### src/rtl/necd_pkg.sv
// shared types, constants and the interval match function of the nec ir frame decoder
// no dependencies; imported by every module of the block

package necd_pkg;

  localparam int unsigned DataBitsDef  = 32;
  localparam int unsigned CfgW         = 20;
  localparam int unsigned IntervalW    = 24;
  localparam int unsigned WordW        = 16;
  localparam int unsigned ExpW         = 25;

  localparam logic [CfgW-1:0] UnitNsRst = 20'd562500;
  localparam logic [CfgW-1:0] TolNsRst  = 20'd90000;

  // configuration register indexes
  localparam logic [1:0] RegUnitNs    = 2'd0;
  localparam logic [1:0] RegTolNs     = 2'd1;
  localparam logic [1:0] RegInvLevel  = 2'd2;

  // which unit multiples the current interval lies near
  typedef struct packed {
    logic u1;
    logic u3;
    logic u4;
    logic u8;
    logic u16;
  } near_t;

  typedef struct packed {
    logic             frame_error;
    logic             repeat_res;
    logic [WordW-1:0] command;
    logic [WordW-1:0] address;
  } result_t;

  function automatic logic near_units(input logic [IntervalW-1:0] interval,
                                      input logic [ExpW-1:0]      expect_ns,
                                      input logic [CfgW-1:0]      tol);
    logic [ExpW-1:0] ext;
    logic [ExpW-1:0] diff;
    ext  = ExpW'(interval);
    diff = (ext >= expect_ns) ? (ext - expect_ns) : (expect_ns - ext);
    return diff <= ExpW'(tol);
  endfunction

endpackage

### src/rtl/necd_match.sv
// interval matcher: compares one edge interval against 1, 3, 4, 8 and 16 units
// depends on necd_pkg

module necd_match import necd_pkg::*; (
  input  logic [IntervalW-1:0] interval_i,
  input  logic [CfgW-1:0]      unit_ns_i,
  input  logic [CfgW-1:0]      tol_ns_i,
  output near_t                near_o
);

  logic [ExpW-1:0] unit1;
  logic [ExpW-1:0] unit3;
  logic [ExpW-1:0] unit4;
  logic [ExpW-1:0] unit8;
  logic [ExpW-1:0] unit16;

  // multiples are shifts, apart from 3 units which takes one add
  assign unit1  = ExpW'(unit_ns_i);
  assign unit4  = unit1 << 2;
  assign unit8  = unit1 << 3;
  assign unit16 = unit1 << 4;
  assign unit3  = (unit1 << 1) + unit1;

  assign near_o.u1  = near_units(interval_i, unit1,  tol_ns_i);
  assign near_o.u3  = near_units(interval_i, unit3,  tol_ns_i);
  assign near_o.u4  = near_units(interval_i, unit4,  tol_ns_i);
  assign near_o.u8  = near_units(interval_i, unit8,  tol_ns_i);
  assign near_o.u16 = near_units(interval_i, unit16, tol_ns_i);

endmodule

### src/rtl/necd_fsm.sv
// frame state machine with bit collection and the result register
// depends on necd_pkg; fed by necd_match through the top level

module necd_fsm import necd_pkg::*; #(
  parameter int unsigned DATA_BITS = DataBitsDef
) (
  input  logic    clk_i,
  input  logic    rst_ni,
  input  logic    in_valid_i,
  input  logic    rise_i,
  input  near_t   near_i,
  output logic    in_take_o,
  output logic    out_valid_o,
  input  logic    out_ready_i,
  output result_t out_o
);

  localparam int unsigned CntW = $clog2(DATA_BITS + 1);

  typedef enum logic [2:0] {
    PhIdle,
    PhLeadBurst,
    PhLeadSpace,
    PhBitBurst,
    PhBitSpace,
    PhRepBurst
  } phase_e;

  phase_e           phase_q, phase_d;
  logic [CntW-1:0]  bit_count_q, bit_count_d;
  logic [WordW-1:0] addr_q, addr_d;
  logic [WordW-1:0] cmd_q, cmd_d;
  logic             out_valid_q;
  result_t          out_q;

  logic             emit;
  logic             emit_rep;
  logic             emit_err;
  logic             ok;
  logic [5:0]       cnt_ext;
  logic [CntW:0]    cnt_inc;
  logic             one;

  // a result slot is free when empty or being drained this cycle
  assign in_take_o   = in_valid_i && (!out_valid_q || out_ready_i);
  assign out_valid_o = out_valid_q;
  assign out_o       = out_q;

  assign cnt_ext = 6'(bit_count_q);
  assign cnt_inc = (CntW+1)'(bit_count_q) + 1'b1;
  assign one     = near_i.u3;

  always_comb begin
    phase_d     = phase_q;
    bit_count_d = bit_count_q;
    addr_d      = addr_q;
    cmd_d       = cmd_q;
    emit        = 1'b0;
    emit_rep    = 1'b0;
    emit_err    = 1'b0;
    ok          = 1'b1;
    case (phase_q)
      PhIdle: begin
        if (rise_i) phase_d = PhLeadBurst;
      end
      PhLeadBurst: begin
        if (!rise_i && near_i.u16) phase_d = PhLeadSpace;
        else ok = 1'b0;
      end
      PhLeadSpace: begin
        if (rise_i && near_i.u8) begin
          addr_d      = '0;
          cmd_d       = '0;
          bit_count_d = '0;
          phase_d     = PhBitBurst;
        end else if (rise_i && near_i.u4) begin
          phase_d = PhRepBurst;
        end else begin
          ok = 1'b0;
        end
      end
      PhBitBurst: begin
        if (!rise_i && near_i.u1) phase_d = PhBitSpace;
        else ok = 1'b0;
      end
      PhBitSpace: begin
        if (rise_i && (one || near_i.u1)) begin
          if (one) begin
            if (cnt_ext < 6'd16) addr_d[cnt_ext[3:0]] = 1'b1;
            else if (cnt_ext < 6'd32) cmd_d[cnt_ext[3:0]] = 1'b1;
          end
          if (cnt_inc >= (CntW+1)'(DATA_BITS)) begin
            bit_count_d = bit_count_q;
            emit        = 1'b1;
            phase_d     = PhIdle;
          end else begin
            bit_count_d = cnt_inc[CntW-1:0];
            phase_d     = PhBitBurst;
          end
        end else begin
          ok = 1'b0;
        end
      end
      PhRepBurst: begin
        if (!rise_i && near_i.u1) begin
          emit     = 1'b1;
          emit_rep = 1'b1;
          phase_d  = PhIdle;
        end else begin
          ok = 1'b0;
        end
      end
      default: begin
        ok = 1'b0;
      end
    endcase
    // broken off: data phases report partial words, then resync on direction
    if (!ok) begin
      if (phase_q == PhBitBurst || phase_q == PhBitSpace) begin
        emit     = 1'b1;
        emit_err = 1'b1;
      end
      phase_d = rise_i ? PhLeadBurst : PhIdle;
    end
  end

  always_ff @(posedge clk_i or negedge rst_ni) begin
    if (!rst_ni) begin
      phase_q     <= PhIdle;
      bit_count_q <= '0;
      addr_q      <= '0;
      cmd_q       <= '0;
      out_valid_q <= 1'b0;
    end else if (in_take_o) begin
      phase_q     <= phase_d;
      bit_count_q <= bit_count_d;
      addr_q      <= addr_d;
      cmd_q       <= cmd_d;
      out_valid_q <= emit;
    end else if (out_ready_i) begin
      out_valid_q <= 1'b0;
    end
  end

  always_ff @(posedge clk_i) begin
    if (in_take_o && emit) begin
      out_q.address     <= addr_d;
      out_q.command     <= cmd_d;
      out_q.repeat_res  <= emit_rep;
      out_q.frame_error <= emit_err;
    end
  end

endmodule

### src/rtl/nec_ir_frame_decoder.sv
// nec ir frame decoder top level: config registers, edge input register, matcher and fsm
// depends on necd_pkg, necd_match, necd_fsm
//
//  channel  | direction | beat contents
//  s_axis   | in        | one line edge: interval and direction
//  m_axis   | out       | decoded address/command with repeat and error flags
//  cfg      | in        | write of unit_ns, tolerance_ns or invert_level
//
// one beat per cycle in while s_axis_tready is high; an accepted edge sits in the input
// register, and the matcher and frame fsm load the result register from it when the fsm
// takes it, so m_axis_tvalid rises behind both registers after a frame's last edge
// the fsm holds while a result waits unread; the input register still takes one more
// beat, then s_axis_tready drops until the result drains
// reset clears control state and config to its defaults

module nec_ir_frame_decoder import necd_pkg::*; #(
  parameter int unsigned DATA_BITS = DataBitsDef
) (
  input  logic                 clk_i,
  input  logic                 rst_ni,
  input  logic                 s_axis_tvalid,
  output logic                 s_axis_tready,
  input  logic [IntervalW-1:0] s_axis_tdata,   // [23:0] interval_ns
  input  logic                 s_axis_tuser,   // [0] rising
  output logic                 m_axis_tvalid,
  input  logic                 m_axis_tready,
  output logic [2*WordW-1:0]   m_axis_tdata,   // [15:0] address, [31:16] command
  output logic [1:0]           m_axis_tuser,   // [0] repeat_res, [1] frame_error
  input  logic                 cfg_we_i,
  input  logic [1:0]           cfg_idx_i,
  input  logic [CfgW-1:0]      cfg_data_i
);

  logic [CfgW-1:0]      unit_ns_q;
  logic [CfgW-1:0]      tol_ns_q;
  logic                 inv_q;

  logic                 in_valid_q;
  logic                 in_rising_q;
  logic [IntervalW-1:0] in_interval_q;

  logic                 in_take;
  near_t                near;
  result_t              res;

  always_ff @(posedge clk_i or negedge rst_ni) begin
    if (!rst_ni) begin
      unit_ns_q <= UnitNsRst;
      tol_ns_q  <= TolNsRst;
      inv_q     <= 1'b0;
    end else if (cfg_we_i) begin
      case (cfg_idx_i)
        RegUnitNs:   unit_ns_q <= cfg_data_i;
        RegTolNs:    tol_ns_q  <= cfg_data_i;
        RegInvLevel: inv_q     <= cfg_data_i[0];
        default: ;
      endcase
    end
  end

  assign s_axis_tready = !in_valid_q || in_take;

  always_ff @(posedge clk_i or negedge rst_ni) begin
    if (!rst_ni) begin
      in_valid_q <= 1'b0;
    end else if (s_axis_tready) begin
      in_valid_q <= s_axis_tvalid;
    end
  end

  always_ff @(posedge clk_i) begin
    if (s_axis_tvalid && s_axis_tready) begin
      in_rising_q   <= s_axis_tuser;
      in_interval_q <= s_axis_tdata;
    end
  end

  necd_match u_match (
    .interval_i (in_interval_q),
    .unit_ns_i  (unit_ns_q),
    .tol_ns_i   (tol_ns_q),
    .near_o     (near)
  );

  necd_fsm #(
    .DATA_BITS (DATA_BITS)
  ) u_fsm (
    .clk_i       (clk_i),
    .rst_ni      (rst_ni),
    .in_valid_i  (in_valid_q),
    .rise_i      (in_rising_q ^ inv_q),
    .near_i      (near),
    .in_take_o   (in_take),
    .out_valid_o (m_axis_tvalid),
    .out_ready_i (m_axis_tready),
    .out_o       (res)
  );

  assign m_axis_tdata = {res.command, res.address};
  assign m_axis_tuser = {res.frame_error, res.repeat_res};

endmodule
### config.mk
export PLATFORM = sky130hd
export DESIGN_NAME = nec_ir_frame_decoder
export DESIGN_NICKNAME = d
export VERILOG_FILES = /design/src/rtl/necd_pkg.sv /design/src/rtl/necd_match.sv /design/src/rtl/necd_fsm.sv /design/src/rtl/nec_ir_frame_decoder.sv
export SDC_FILE = /design/constraint.sdc
export NUM_CORES = 1
export LEC_CHECK = 0
export ABC_AREA = 1
export ABC_CLOCK_PERIOD_IN_PS = 17800
export BUFFER_PORTS_ARGS = -buffer_cell sky130_fd_sc_hd__clkbuf_2
export CAP_MARGIN = 30
export CORE_AREA = 3 3 236 238
export CTS_CLUSTER_SIZE = 14
export DETAILED_ROUTE_END_ITERATION = 8
export DIE_AREA = 0 0 239 241
export PLACE_DENSITY = 0.64
export SLEW_MARGIN = 20
export SYNTH_ARGS = -nofsm -noshare
export SYNTH_HDL_FRONTEND = slang
export SYNTH_SLANG_ARGS = --single-unit
### constraint.sdc
create_clock -name clk_i -period 17.8 [get_ports clk_i]
set_clock_uncertainty 0.15 [all_clocks]
set_input_delay 3.56 -clock clk_i [delete_from_list [all_inputs] [get_ports clk_i]]
set_output_delay 3.56 -clock clk_i [all_outputs]
set_load 0.02 [all_outputs]
# Yosys cells after proc, flatten, opt, wreduce, memory -nomap -nowiden
# Cells that the tools add are included.
[word_totals] regBits=143 input_bits=52 output_inout_bits=36 word_cells=135
[op_classes] n_addsub=12 magnitude_cmp=15 n_eq_ne=17 muxes=47 bitwise=3 reduce_logical=26
[ops] operator="$mux W16" count=9
[ops] operator="$le A25 B20 Y1" count=5
[ops] operator="$mux W25" count=5
[ops] operator="$pmux W16 S2" count=2
[ops] operator="$sub A24 B24 Y25" count=2
[ops] operator="$or A16 B16 Y16" count=2
[ops] operator="$ge A24 B25 Y1" count=1
[ops] operator="$sub A20 B24 Y25" count=1
[ops] operator="$sub A22 B24 Y25" count=1
[ops] operator="$sub A23 B24 Y25" count=1
[ops] operator="$sub A24 B20 Y25" count=1
[ops] operator="$sub A24 B22 Y25" count=1
[ops] operator="$sub A24 B23 Y25" count=1
[ops] operator="$sub A24 B25 Y25" count=1
[ops] operator="$sub A25 B24 Y25" count=1
[ops] operator="$ge A24 B20 Y1" count=1
[ops] operator="$ge A24 B22 Y1" count=1
[ops] operator="$ge A24 B23 Y1" count=1
[ops] operator="$ge A24 B24 Y1" count=1
[ops] operator="$mux W3" count=8
[ops] operator="$add A21 B20 Y22" count=1
[ops] operator="$mux W6" count=3
[ops] operator="$pmux W3 S6" count=1
[ops] operator="$mux W1" count=14
[ops] operator="other kinds (33)" count=55

# Longest topological paths before layout
[logic_depth] word_depth=11 mapped_depth=54 depth_no_buf=53

# Hierarchy
# Synthesis repeated with hierarchy kept, for this count alone.
[unflattened] hier_cells=3879 area_unflattened_um2=23615.1
[modules_own_cells] module="necd_match" instances=1 cells_per_inst=3287 area_each_um2=17455.5 seq_area_each_um2=0.0
[modules_own_cells] module="necd_fsm" instances=1 cells_per_inst=375 area_each_um2=3669.8 seq_area_each_um2=2072.0
[modules_own_cells] module="nec_ir_frame_decoder" instances=1 cells_per_inst=217 area_each_um2=2489.9 seq_area_each_um2=1821.7

# Worst setup path before layout
# OpenSTA, ideal clock, no wires.
[synth_path] path_type="input -> output" start="input m_axis_tready" end="output s_axis_tready" t_arrival_ns=3.813 setup_slack_ns=10.277 stages=2 n_path_buf=0 cell_sequence="inv_1 -> nand3_1"
[synth_between] elab_chain_cells=3
[synth_rtl] element="start: declaration" line_no="nec_ir_frame_decoder.sv:26" source="input logic m_axis_tready,"
[synth_rtl] element="$logic_or A1 B1 Y1" line_no="necd_fsm.sv:45" source="assign in_take_o = in_valid_i && (!out_valid_q || out_ready_i);"
[synth_rtl] element="$logic_and A1 B1 Y1" line_no="necd_fsm.sv:45"
[synth_rtl] element="$logic_or A1 B1 Y1" line_no="nec_ir_frame_decoder.sv:61" source="assign s_axis_tready = !in_valid_q || in_take;"
[synth_rtl] element="end: declaration" line_no="nec_ir_frame_decoder.sv:22" source="output logic s_axis_tready,"
# No other way between the ends.

# Final worst setup path
[layout_path] start="register unit_ns_q[1]" end="register u_fsm.out_q (netlist bit u_fsm.out_o[20]) (enable)"
[layout_between] elab_chain_cells=11 word_cells_on_any_way=43
[layout_rtl] element="start: declaration" line_no="nec_ir_frame_decoder.sv:34" source="logic [CfgW-1:0] unit_ns_q;"
[layout_rtl] element="start signal: assignment" line_no="nec_ir_frame_decoder.sv:48" source="unit_ns_q <= UnitNsRst;"
[layout_rtl] element="start signal: assignment" line_no="nec_ir_frame_decoder.sv:53" source="RegUnitNs: unit_ns_q <= cfg_data_i;"
[layout_rtl] element="$add A21 B20 Y22" line_no="necd_match.sv:22" source="assign unit3 = (unit1 << 1) + unit1;"
[layout_rtl] element="$sub A25 B24 Y25 (tied with other cells)" line_no="necd_pkg.sv:42" source="diff = (ext >= expect_ns) ? (ext - expect_ns) : (expect_ns - ext);"
[layout_rtl] element="$mux W25" line_no="necd_pkg.sv:42"
[layout_rtl] element="$le A25 B20 Y1" line_no="necd_pkg.sv:43" source="return diff <= ExpW'(tol);"
[layout_rtl] element="$logic_or A1 B1 Y1" line_no="necd_fsm.sv:87" source="if (rise_i && (one || near_i.u1)) begin"
[layout_rtl] element="$logic_and A1 B1 Y1" line_no="necd_fsm.sv:87"
[layout_rtl] element="$mux W1" line_no="necd_fsm.sv:87"
[layout_rtl] element="$pmux W1 S2" line_no="necd_fsm.sv:62" source="case (phase_q)"
[layout_rtl] element="$mux W1" line_no="necd_fsm.sv:119" source="if (phase_q == PhBitBurst || phase_q == PhBitSpace) begin"
[layout_rtl] element="$mux W1 (*)" line_no="necd_fsm.sv:118" source="if (!ok) begin"
[layout_rtl] element="$logic_and A1 B1 Y1 (*)" line_no="necd_fsm.sv:146" source="if (in_take_o && emit) begin"
[layout_rtl] element="end: declaration" line_no="necd_fsm.sv:34" source="result_t out_q;"
# Mark *: on every way between the ends. The rest lies on a longest branch, timed or not.
# A chain may end at the register's enable or synchronous reset.

==> summary.txt <==
Worst setup path
  – CP dominant cell by count: nand2_1
  – Max incr delay on CP: about 0.56 ns
  – Highest-delay cell along the critical path: dfrtp_1
  – CP Capture Type: flip-flop
  – CP Max Fanout: 34
  – Startpoint Class: flip-flop
  – WP data arrival: approximately 9 ns
  – Required @ worst endpoint: 17.74 ns
  – Worst setup path class: flip-flop to flip-flop

GRT
  – GRT Util Overall: 0.301
  – Antenna violations before repair: 0
  – Largest net degree at the start of global routing: 46
  – First-pass GRT wire length: 131 mm
  – Vias in the first global route: 22165
  – Final global-route overflow total: 0

STA
  – Period minus WS final: 8.88 ns
  – Setup_tns: 0 ns
  – Max-Slew Margin vs Limit: 0.390
  – Fmax: around 110 MHz
  – Final Hold Fails: 0
  – Slew @ Worst Pin: approximately 0.92 ns
  – RSZ-0062 raised after global routing: false
  – Slew Viols, Final: 0
  – Hold_ws: 0.336 ns
  – Final setup vio count: 0
  – Crit share post-route: 0.499
  – Final Worst Setup Slack: 8.92 ns

Placed design
  – Routability Congestion: slightly above 1
  – Detailed Place HPWL: 72.7 mm
  – Setup WS pre-CTS: 8.98 ns
  – Port bufs: 87
  – Cells after DPL: 4130
  – Area after DPL: 0.0227 mm^2

Clock tree
  – CTS tree: built
  – Clock-pin slew on the worst setup and hold paths: about 0.070 ns
  – Cts repair resizes: 0
  – # hold bufs at CTS: 0
  – H-tree Lvls: 4
  – Worst skew pair latency: 0.44 ns
  – Max clock buf depth: 2
  – CTS Root Cell: clkbuf_16
  – Post-CTS setup repair buffer count: 0
  – Sinks on Clock Net: around 140
  – TritonCTS buffer count: 17

Floorplanning
  – Die X-Extent: 239 um
  – Die area: 0.0576 mm^2
  – Core Area: 0.0538 mm^2
  – Die height: between 200 and 250 um
  – Initial core utilization: 0.399
  – Io pins: 88
  – Std cell rows: 85

Drt
  – ANT nets after route: 0
  – Routed wire length: 88.4 mm
  – Initial drt markers: 1974
  – Wire per inst: between 20 and 25 um
  – Drt first pass iters: 8
  – Vias per cell: 5.51
  – Vias: 22958
  – Drt drc: 0

Cells and area
  – Final Core Density: 0.433
  – Leading cell type in the layout, fill and taps excluded: nand2_1
  – Ant diodes: 0
  – Final Cell Area: 0.0233 mm^2
  – Layout Cells excl Fill: between 4000 and 5000
  – Filler Cell Count: approximately 5800
  – Share of layout cells above drive strength 1: 0.0750
  – Nets: 3837
  – Most frequent cells in the layout: nand2_1, inv_1, ha_1
  – Layout Area Growth over Synthesis: 8.34%

Synthesis
  – Synth Instances: between 3000 and 4000
  – Synth Flop Type: dfrtp_1
  – #FFs+latches synth: 143
  – Mapped Area: 0.0215 mm^2
  – Top cell type's share of synthesized area: 0.188
  – Post-synthesis sequential area ratio: 0.181
  – YS warnings: 0
  – Syn nets: ~3800
  – Count of different cell masters after synthesis: 55
  – Avg Inst Size Synth: 6.37 um^2
  – Area leader, netlist: ha_1
  – Ys async rst share: 0.587
  – Top cells by area, synth: ha_1, nand2_1, inv_1
  – Post-synth EDFFs: 59

Status
  – Outcome: finished clean

Power and ir drop
  – Total power: roughly 2.8 mW
  – PwrDens: 121 mW/mm^2
  – P_leak: 12.4 nW
  – Worst vdd ir: 51.9 uV

Job
  – # Max-Cap Violations: 0

Worst hold path
  – Worst hold path type: flip-flop to flip-flop
[registers in the layout (all words and copies together), names as in the netlist]
register / cells
u_fsm.out_o: 34
in_interval_q: 24
tol_ns_q: 20
unit_ns_q: 20
u_fsm.addr_q: 16
u_fsm.cmd_q: 16
u_fsm.bit_count_q: 6
u_fsm.phase_q: 3
in_rising_q: 1
in_valid_q: 1
inv_q: 1
u_fsm.out_valid_o: 1
[synth_stat cells, types with 8 or more instances]
cell type	count
a21o_1	17
edfxtp_1	59
nand4_1	38
fa_1	8
inv_2	16
xor2_1	53
mux2i_1	11
nand3_1	163
a21boi_0	9
dfstp_2	16
a21oi_1	304
o21a_1	13
o21bai_1	35
xnor2_1	55
o21ai_0	211
o31ai_1	10
a31oi_1	15
nor3_1	14
dfrtp_1	68
buf_2	12
inv_1	503
nor2_2	15
nand2_2	40
ha_1	323
nand2_1	992
nor2_1	263
o21ai_2	15
clkbuf_1	20
[logic make-up (layout without fill, tap and decap cells)]
group / Yosys count / count (layout) / synth area share
adder cells (fa/ha/maj): 331 / 331 / 0.195
flip-flops: 143 / 143 / 0.181
XOR/XNOR: 108 / 108 / 0.0440
AND/OR/NAND/NOR: 1556 / 1556 / 0.301
buffers and inverters: 567 / 658 / 0.103
multiplexers: 11 / 11 / 0.00512
AO/OA/AOI/OAI: 660 / 660 / 0.171
[path summary, 6_finish.rpt]
check | start | end | slack, ns | depth (start not counted)
max | unit_ns_q[1] | u_fsm.out_o[20] | 8.92 | 49
min | tol_ns_q[1] | tol_ns_q[1] | 0.34 | 2
max reg2reg | unit_ns_q[1] | u_fsm.out_o[20] | 8.92 | 49
min reg2reg | tol_ns_q[1] | tol_ns_q[1] | 0.34 | 2
max in group asynchronous | rst_ni | unit_ns_q[3] | 13.47 | 2
min in group asynchronous | rst_ni | u_fsm.addr_q[14] | 2.96 | 1
[cell type report]
| cell class | count | area, um^2 | share of cell area |
|---|---|---|---|
| Clock inverter | 15 | 171 | 0.00736 |
| Inverter | 523 | 1970 | 0.0846 |
| Sequential cell | 143 | 3890 | 0.167 |
| Tap cell | 696 | 871 | 0.0374 |
| Multi-Input combinational cell | 2666 | 15400 | 0.661 |
| Clock buffer | 17 | 425 | 0.0183 |
| Timing Repair Buffer | 103 | 558 | 0.0240 |
[critical path: cells and delay by family (launching register included)]
| kind | cells | cell delay [ns] |
|---|---|---|
| AND/OR/NAND/NOR | 33 | 4.01 |
| XOR/XNOR | 2 | 0.22 |
| buffers and inverters | 5 | 0.87 |
| adder cells (fa/ha/maj) | 3 | 1.25 |
| AO/OA/AOI/OAI | 6 | 1.42 |
| flip-flops | 1 | 0.56 |
[report_power, final]
group | total, mW | switching, mW | leakage, nW | internal, mW
combinational | 2.00 | 1.33 | 10.5 | 0.666
clock | 0.377 | 0.176 | 0.294 | 0.200
sequential | 0.448 | 0.0644 | 1.67 | 0.383
[metal layers]
| metal | routed length (um) | GRT usage |
|---|---|---|
| met3 | 6090 | 0.0422 |
| met2 | 40200 | 0.499 |
| met1 | 35900 | 0.371 |
| met5 | 0 | 0 |
| met4 | 6260 | 0.191 |
No activity file was read; power rests on OpenSTA's default activity.
